`src/sv/arpc_pkg.sv`:
```
// Package for the ARP cache and responder: item types, codes and constants.
`timescale 1ns / 1ps

package arpc_pkg;

   localparam int CACHE_ENTRIES_DEF = 16;
   localparam int CSR_ADDR_W        = 4;

   localparam logic [15:0] MIN_PACKET_LEN = 16'd28;
   localparam logic [15:0] HW_ETHERNET    = 16'h0001;
   localparam logic [15:0] PROTO_IPV4     = 16'h0800;
   localparam logic [15:0] OP_REQUEST     = 16'h0001;
   localparam logic [15:0] OP_REPLY       = 16'h0002;
   localparam logic [47:0] BCAST_MAC      = 48'hFFFF_FFFF_FFFF;

   localparam logic KIND_PACKET  = 1'b0;
   localparam logic KIND_RESOLVE = 1'b1;

   localparam logic [2:0] ACT_DROP  = 3'd0;
   localparam logic [2:0] ACT_LEARN = 3'd1;
   localparam logic [2:0] ACT_REPLY = 3'd2;
   localparam logic [2:0] ACT_HIT   = 3'd3;
   localparam logic [2:0] ACT_MISS  = 3'd4;

   typedef enum logic {
      ST_IDLE,
      ST_SCAN
   } state_type;

   typedef struct packed {
      logic        kind;
      logic [15:0] packet_length;
      logic [15:0] hw_type;
      logic [15:0] proto_type;
      logic [15:0] opcode;
      logic [31:0] sender_ip;
      logic [47:0] sender_mac;
      logic [31:0] dest_ip;
   } req_type;

   typedef struct packed {
      logic [2:0]  action;
      logic [47:0] out_mac;
      logic [31:0] out_ip;
   } rsp_type;

endpackage

```
`src/sv/arp_cache_and_responder.sv`:
```
// ARP cache and responder: IP-to-MAC cache in a memory with sequential lookup.
// A dropped packet gives its result in the cycle after start. A lookup or learn reads
// the cache entry by entry through the read and compare registers until a hit or the last entry.
// The scan reads one entry per cycle from the cache memory read port; a new item is taken
// only while the block is idle (busy low). Results cannot be stalled.
// Reset clears the valid bits and both registers at once; no clearing pass.
`timescale 1ns / 1ps

module arp_cache_and_responder #(
   parameter int CACHE_ENTRIES = arpc_pkg::CACHE_ENTRIES_DEF
) (
   input  logic                              clock,
   input  logic                              reset,
   input  logic                              start,
   output logic                              busy,
   input  arpc_pkg::req_type                 req_data,
   output logic                              rsp_valid,
   output arpc_pkg::rsp_type                 rsp_data,
   input  logic                              psel,
   input  logic                              penable,
   input  logic                              pwrite,
   input  logic [arpc_pkg::CSR_ADDR_W-1:0]   paddr,
   input  logic [63:0]                       pwdata,
   output logic [63:0]                       prdata,
   output logic                              pready
);
   import arpc_pkg::*;

   localparam int IDX_W = (CACHE_ENTRIES > 1) ? $clog2(CACHE_ENTRIES) : 1;
   localparam logic [IDX_W-1:0] LAST_IDX = IDX_W'(CACHE_ENTRIES - 1);

   logic [31:0]              ip_mem  [CACHE_ENTRIES];
   logic [47:0]              mac_mem [CACHE_ENTRIES];

   state_type                state_ff, state_in;
   req_type                  req_ff;
   logic [IDX_W-1:0]         addr_ff, addr_in;
   logic                     issue_ff, issue_in;
   logic                     cmp_vld_ff, cmp_vld_in;
   logic [IDX_W-1:0]         cmp_idx_ff, cmp_idx_in;
   logic [31:0]              ip_rd_ff;
   logic [47:0]              mac_rd_ff;
   logic                     free_found_ff, free_found_in;
   logic [IDX_W-1:0]         free_idx_ff, free_idx_in;
   logic [CACHE_ENTRIES-1:0] valid_ff, valid_in;
   logic                     rsp_valid_ff, rsp_valid_in;
   rsp_type                  rsp_data_ff, rsp_data_in;
   logic [31:0]              own_ip_ff;
   logic [47:0]              own_mac_ff;

   logic                     accept, pkt_ok, go_scan, rd_en, mem_we;
   logic [31:0]              key;
   logic                     cur_valid, match, at_last, finish;
   logic [IDX_W-1:0]         free_sel, wr_idx;
   logic                     csr_we;

   assign accept    = start && !busy;
   assign pkt_ok    = (req_data.packet_length >= MIN_PACKET_LEN) &&
                      (req_data.hw_type == HW_ETHERNET) &&
                      (req_data.proto_type == PROTO_IPV4);
   assign go_scan   = (req_data.kind == KIND_RESOLVE) || pkt_ok;
   assign key       = (req_ff.kind == KIND_RESOLVE) ? req_ff.dest_ip : req_ff.sender_ip;
   assign cur_valid = valid_ff[cmp_idx_ff];
   assign match     = cmp_vld_ff && cur_valid && (ip_rd_ff == key);
   assign at_last   = cmp_vld_ff && (cmp_idx_ff == LAST_IDX);
   assign finish    = (state_ff == ST_SCAN) && (match || at_last);
   assign rd_en     = (state_ff == ST_SCAN) && issue_ff;
   assign free_sel  = free_found_ff ? free_idx_ff :
                      ((cmp_vld_ff && !cur_valid) ? cmp_idx_ff : '0);

   assign busy      = (state_ff != ST_IDLE);
   assign rsp_valid = rsp_valid_ff;
   assign rsp_data  = rsp_data_ff;

   // configuration port
   assign pready = 1'b1;
   assign csr_we = psel && penable && pwrite && pready;
   assign prdata = paddr[3] ? {16'b0, own_mac_ff} : {32'b0, own_ip_ff};

   always_ff @(posedge clock) begin
      if (reset) begin
         own_ip_ff  <= '0;
         own_mac_ff <= '0;
      end else if (csr_we) begin
         if (paddr[3]) begin
            own_mac_ff <= pwdata[47:0];
         end else begin
            own_ip_ff <= pwdata[31:0];
         end
      end
   end

   // next state
   always_comb begin
      state_in = state_ff;
      case (state_ff)
         ST_IDLE: begin
            if (accept && go_scan) begin
               state_in = ST_SCAN;
            end
         end
         ST_SCAN: begin
            if (finish) begin
               state_in = ST_IDLE;
            end
         end
         default: state_in = ST_IDLE;
      endcase
   end

   // datapath control
   always_comb begin
      addr_in       = addr_ff;
      issue_in      = issue_ff;
      cmp_vld_in    = 1'b0;
      cmp_idx_in    = cmp_idx_ff;
      free_found_in = free_found_ff;
      free_idx_in   = free_idx_ff;
      valid_in      = valid_ff;
      rsp_valid_in  = 1'b0;
      rsp_data_in   = rsp_data_ff;
      mem_we        = 1'b0;
      wr_idx        = match ? cmp_idx_ff : free_sel;
      case (state_ff)
         ST_IDLE: begin
            addr_in       = '0;
            issue_in      = 1'b1;
            free_found_in = 1'b0;
            if (accept && !go_scan) begin
               rsp_valid_in        = 1'b1;
               rsp_data_in.action  = ACT_DROP;
               rsp_data_in.out_mac = '0;
               rsp_data_in.out_ip  = '0;
            end
         end
         ST_SCAN: begin
            cmp_vld_in = issue_ff && !finish;
            cmp_idx_in = addr_ff;
            if (issue_ff) begin
               if (addr_ff == LAST_IDX) begin
                  issue_in = 1'b0;
               end else begin
                  addr_in = addr_ff + 1'b1;
               end
            end
            if (cmp_vld_ff && !cur_valid && !free_found_ff) begin
               free_found_in = 1'b1;
               free_idx_in   = cmp_idx_ff;
            end
            if (finish) begin
               rsp_valid_in = 1'b1;
               if (req_ff.kind == KIND_RESOLVE) begin
                  rsp_data_in.action  = match ? ACT_HIT : ACT_MISS;
                  rsp_data_in.out_mac = match ? mac_rd_ff : BCAST_MAC;
                  rsp_data_in.out_ip  = req_ff.dest_ip;
               end else begin
                  mem_we           = 1'b1;
                  valid_in[wr_idx] = 1'b1;
                  if ((req_ff.opcode == OP_REQUEST) && (req_ff.dest_ip == own_ip_ff)) begin
                     rsp_data_in.action  = ACT_REPLY;
                     rsp_data_in.out_mac = req_ff.sender_mac;
                     rsp_data_in.out_ip  = req_ff.sender_ip;
                  end else begin
                     rsp_data_in.action  = ACT_LEARN;
                     rsp_data_in.out_mac = '0;
                     rsp_data_in.out_ip  = '0;
                  end
               end
            end
         end
         default: begin
            issue_in = 1'b0;
         end
      endcase
   end

   always_ff @(posedge clock) begin
      if (reset) begin
         state_ff      <= ST_IDLE;
         issue_ff      <= 1'b0;
         cmp_vld_ff    <= 1'b0;
         free_found_ff <= 1'b0;
         valid_ff      <= '0;
         rsp_valid_ff  <= 1'b0;
      end else begin
         state_ff      <= state_in;
         issue_ff      <= issue_in;
         cmp_vld_ff    <= cmp_vld_in;
         free_found_ff <= free_found_in;
         valid_ff      <= valid_in;
         rsp_valid_ff  <= rsp_valid_in;
      end
   end

   always_ff @(posedge clock) begin
      addr_ff     <= addr_in;
      cmp_idx_ff  <= cmp_idx_in;
      free_idx_ff <= free_idx_in;
      rsp_data_ff <= rsp_data_in;
      if (accept) begin
         req_ff <= req_data;
      end
   end

   // cache memory: one write port, one registered read port
   always_ff @(posedge clock) begin
      if (mem_we) begin
         ip_mem[wr_idx]  <= req_ff.sender_ip;
         mac_mem[wr_idx] <= req_ff.sender_mac;
      end
      if (rd_en) begin
         ip_rd_ff  <= ip_mem[addr_ff];
         mac_rd_ff <= mac_mem[addr_ff];
      end
   end

   a_finish_strobe: assert property (@(posedge clock) disable iff (reset)
      finish |=> rsp_valid_ff)
      else $error("finished item gave no result strobe");

   a_scan_no_early_rsp: assert property (@(posedge clock) disable iff (reset)
      (accept && go_scan) |=> !rsp_valid_ff)
      else $error("result strobe right after a scan started");

   a_write_in_scan: assert property (@(posedge clock) disable iff (reset)
      mem_we |-> (state_ff == ST_SCAN) && (req_ff.kind == KIND_PACKET))
      else $error("cache write outside a learning scan");

   a_cmp_in_scan: assert property (@(posedge clock) disable iff (reset)
      cmp_vld_ff |-> (state_ff == ST_SCAN))
      else $error("compare stage active outside a scan");

   a_learn_sets_valid: assert property (@(posedge clock) disable iff (reset)
      mem_we |=> valid_ff[$past(wr_idx)])
      else $error("learned entry not marked valid");

endmodule

```
`config.mk`:
```
export PLATFORM = sky130hd
export DESIGN_NAME = arp_cache_and_responder
export DESIGN_NICKNAME = d
export VERILOG_FILES = /design/src/sv/arpc_pkg.sv /design/src/sv/arp_cache_and_responder.sv
export SDC_FILE = /design/constraint.sdc
export NUM_CORES = 2
export LEC_CHECK = 0
export BUFFER_PORTS_ARGS = -buffer_cell sky130_fd_sc_hd__buf_4
export CORE_ASPECT_RATIO = 1.75
export CORE_MARGIN = 4
export CORE_UTILIZATION = 35
export DETAILED_ROUTE_END_ITERATION = 6
export GPL_TIMING_DRIVEN = 0
export PLACE_DENSITY = 0.49
export SETUP_SLACK_MARGIN = 0.02
export SLEW_MARGIN = 20
export SYNTH_ARGS = -nofsm -noshare
export SYNTH_HDL_FRONTEND = slang
export SYNTH_SLANG_ARGS = --single-unit
```
`constraint.sdc`:
```
create_clock -name clock -period 13.45 [get_ports clock]
set_input_delay 2.69 -clock clock [delete_from_list [all_inputs] [get_ports clock]]
set_output_delay 2.69 -clock clock [all_outputs]
set_load 0.02 [all_outputs]
```
==> flow_summary_export.csv <==
group,metric,value,unit
placed_design,hpwl,129,mm
floorplan,chipHeight,572,µm
sta,hold_viol,0,
final_layout,nets,3902,
cts,cts_hold_buffers,0,
logic_synthesis,synthTopCellsByArea,"edfxtp_1 (75%), mux4_2 (14%), dfxtp_1 (3.2%), nand2_1 (1.3%), a21oi_1 (0.68%)",
sta,rsz0062_at_grt,"no",
final_layout,syn_to_final_growth,21.7,%
final_layout,multi_input_area,0.0134,mm²
global_routing,grt_pass1_wl,262,mm
critical_path,r2r_cells,15,
floorplan,die-area,0.189,mm²
routing,vias,32000,
power_and_ir_drop,power.density,146,mW/mm²
critical_path,end_kind,"primary output",
sta,tns,0,ps
logic_synthesis,synth_seq_cells,1685,
global_routing,grtUsageTotal,0.198,
worst_hold_path,hold_depth,2,
sta,fmax,0.140,GHz
critical_path,timing.critical_path.from,"paddr[3]",
cts,worstSkewPairLatency,810,ps
critical_path,path_max_fanout,10,
worst_hold_path,hp-class,"reg2reg",
routing,drt_first_pass_iters,7,
job,maxCapViolCount,0,
global_routing,overflow,0,
placed_design,dpl_cell_area,0.0722,mm²
final_layout,fill_cells,15800,
placed_design,gp_congestion,0.820,
power_and_ir_drop,vdd_drop_max,0.110,mV
global_routing,grt_max_degree,41,
status,outcome,"finished clean",
logic_synthesis,synthCells,2993,
floorplan,ioPinCount,401,
logic_synthesis,synth_ff_type,"edfxtp_1",
critical_path,critPathArrivalTime,4470,ps
logic_synthesis,synth_edf_count,1584,
placed_design,io_buffers,361,
routing,via_per_inst,5.20,
logic_synthesis,syn-cell-area,0.0636,mm²
sta,finalCriticalPeriod,7160,ps
cts,post_cts_resized,0,
logic_synthesis,yosysSeqAreaShare,0.779,
routing,drt-initial-drc-count,2899,
critical_path,worstSetupStartpointType,"input pin",
final_layout,seq_area,0.0496,mm²
floorplan,coreArea,0.180,mm²
logic_synthesis,async_flop_share,0,
sta,skew,40.2,ps
cts,cts_max_path_buffers,4,
critical_path,rr_endpoint,"mac_mem[0][33]$_DFFE_PP_",
sta,period_share,0.532,
routing,ant_nets,0,
cts,htreeDepth,4,
sta,finalSetupViolations,0,
critical_path,crit_type,"in2out",
sta,final-max-slew-violation-count,0,
logic_synthesis,synthMostInstantiatedCell,"edfxtp_1",
routing,wirelength,189,mm
floorplan,start_util,0.353,
sta,fin_ws,6290,ps
global_routing,grt_pass1_vias,33600,
cts,root_buffer,"clkbuf_16",
power_and_ir_drop,p_leak,24.8,nW
cts,clk_pin_slew,60,ps
logic_synthesis,synth_cell_type_count,53,
floorplan,die_width,330,µm
cts,clock_sinks,1685,
logic_synthesis,synth_top_area_share,0.747,
sta,worst_slew_pin_slew,1160,ps
placed_design,dp_slack,6240,ps
logic_synthesis,synth.top_cells.by_count,"edfxtp_1 (1584), mux4_2 (404), nand2_1 (212), clkbuf_1 (108)",
final_layout,stdcell_area,0.0775,mm²
logic_synthesis,yosysTopAreaCell,"edfxtp_1",
critical_path,crit_required,10760,ps
cts,post_cts_buffers,0,
sta,slew_headroom,0.224,
cts,cts_made_buffers,171,
final_layout,drive_above_1_share,0.328,
floorplan,num_rows,206,
global_routing,antenna_found_initial,6,
logic_synthesis,yosysWarnings,0,
critical_path,critPathCapture,"prdata[30]",
logic_synthesis,avgSynthCellArea,21.3,µm²
critical_path,r2r_start,"req_ff[176]$_DFFE_PP_",
cts,cts_tree,"done",
routing,routedWlPerCell,30.6,µm
critical_path,rrSetupSlack,7900,ps
routing,route.detailed.drc,0,
report_power, final:
part           switching, mW  internal [mW]
logic                  0.391          0.336
registers             0.0964           5.81
clock network           2.00           2.64
total                   2.49           8.79
worst min-delay path by stage:
stage	startpoint	slack [ps]	end
6_report	own_mac_ff[36]$_SDFFE_PP0P_	450	own_mac_ff[36]$_SDFFE_PP0P_
5_1_grt	cmp_idx_ff[0]$_DFFE_PP_	460	free_idx_ff[0]$_DFFE_PP_
4_1_cts	own_mac_ff[44]$_SDFFE_PP0P_	450	own_mac_ff[44]$_SDFFE_PP0P_
3_5_place_dp	cmp_idx_ff[0]$_DFFE_PP_	430	free_idx_ff[0]$_DFFE_PP_
3_3_place_gp	cmp_idx_ff[0]$_DFFE_PP_	430	free_idx_ff[0]$_DFFE_PP_
2_1_floorplan	cmp_idx_ff[0]$_DFFE_PP_	420	free_idx_ff[0]$_DFFE_PP_
kinds of logic after synthesis:
logic type               after synthesis  share of synthesized area
AND/OR/NAND/NOR                      419                     0.0295
XOR/XNOR                              66                    0.00908
multiplexers                         471                      0.154
AO/OA/AOI/OAI                        166                     0.0152
adder cells (fa/ha/maj)                1                   0.000197
buffers and inverters                183                     0.0124
other                                  2                   0.000118
flip-flops                          1685                      0.779
metrics by stage:
stage,utilization,instances,power (mW),hold WS (ps)
after global placement,0.385,5761,6.77,428
after global routing,0.429,6167,11.7,461
after floorplan,-,3008,6.41,421
after detailed placement,0.400,5869,6.77,428
after CTS,0.429,6166,11.4,452
final,0.429,6167,11.3,450
worst max-delay path, stage by stage:
cell and delay (ps):
clkbuf_1 290, clkbuf_1 480, clkbuf_1 440, mux2_2 400
buf_4 160
layer usage:
metal  GRT usage  up-vias  share of wire
met5           0        -              0
met4      0.0558        0          0.029
met2       0.358     1075           0.53
met1       0.246    17200           0.39
met3      0.0295      266          0.057
li1            -    13500              -
cells in the final DEF, fill, tap and decap left out, types with 19 or more instances in the layout:
cell type	instances
clkbuf_16	175
clkbuf_1	125
nor2_1	90
clkinv_1	41
clkinv_2	19
buf_16	58
mux2i_1	30
and2_1	19
mux2_2	34
nand2_1	212
xor2_1	30
edfxtp_1	1584
mux4_2	404
nor4_1	31
clkbuf_2	19
dfxtp_1	101
buf_4	378
xnor2_1	36
a21oi_1	87
buf_12	49
buf_2	30
o21ai_0	49
flip-flops by register name (all words and copies together), names as in the netlist:
signal	flops
rsp_data	83
req_ff	129
addr_ff	4
free_idx_ff	4
issue_ff	1
free_found_ff	1
mac_rd_ff	48
rsp_valid	1
own_ip_ff	32
busy	1
own_mac_ff	48
ip_mem	512
valid_ff	16
ip_rd_ff	32
cmp_vld_ff	1
mac_mem	768
cmp_idx_ff	4
layout make-up:
class	count	area share
flip-flops and latches	1685	0.640
multi-input cells	1140	0.174
repair buffers	469	0.0684
clock buffers	212	0.0586
well taps	2392	0.0386
plain buffers	168	0.0102
clock inverters	85	0.00969
inverters	15	0.000727
diodes	1	0.0000323
Power figures use the tool's default switching activity.
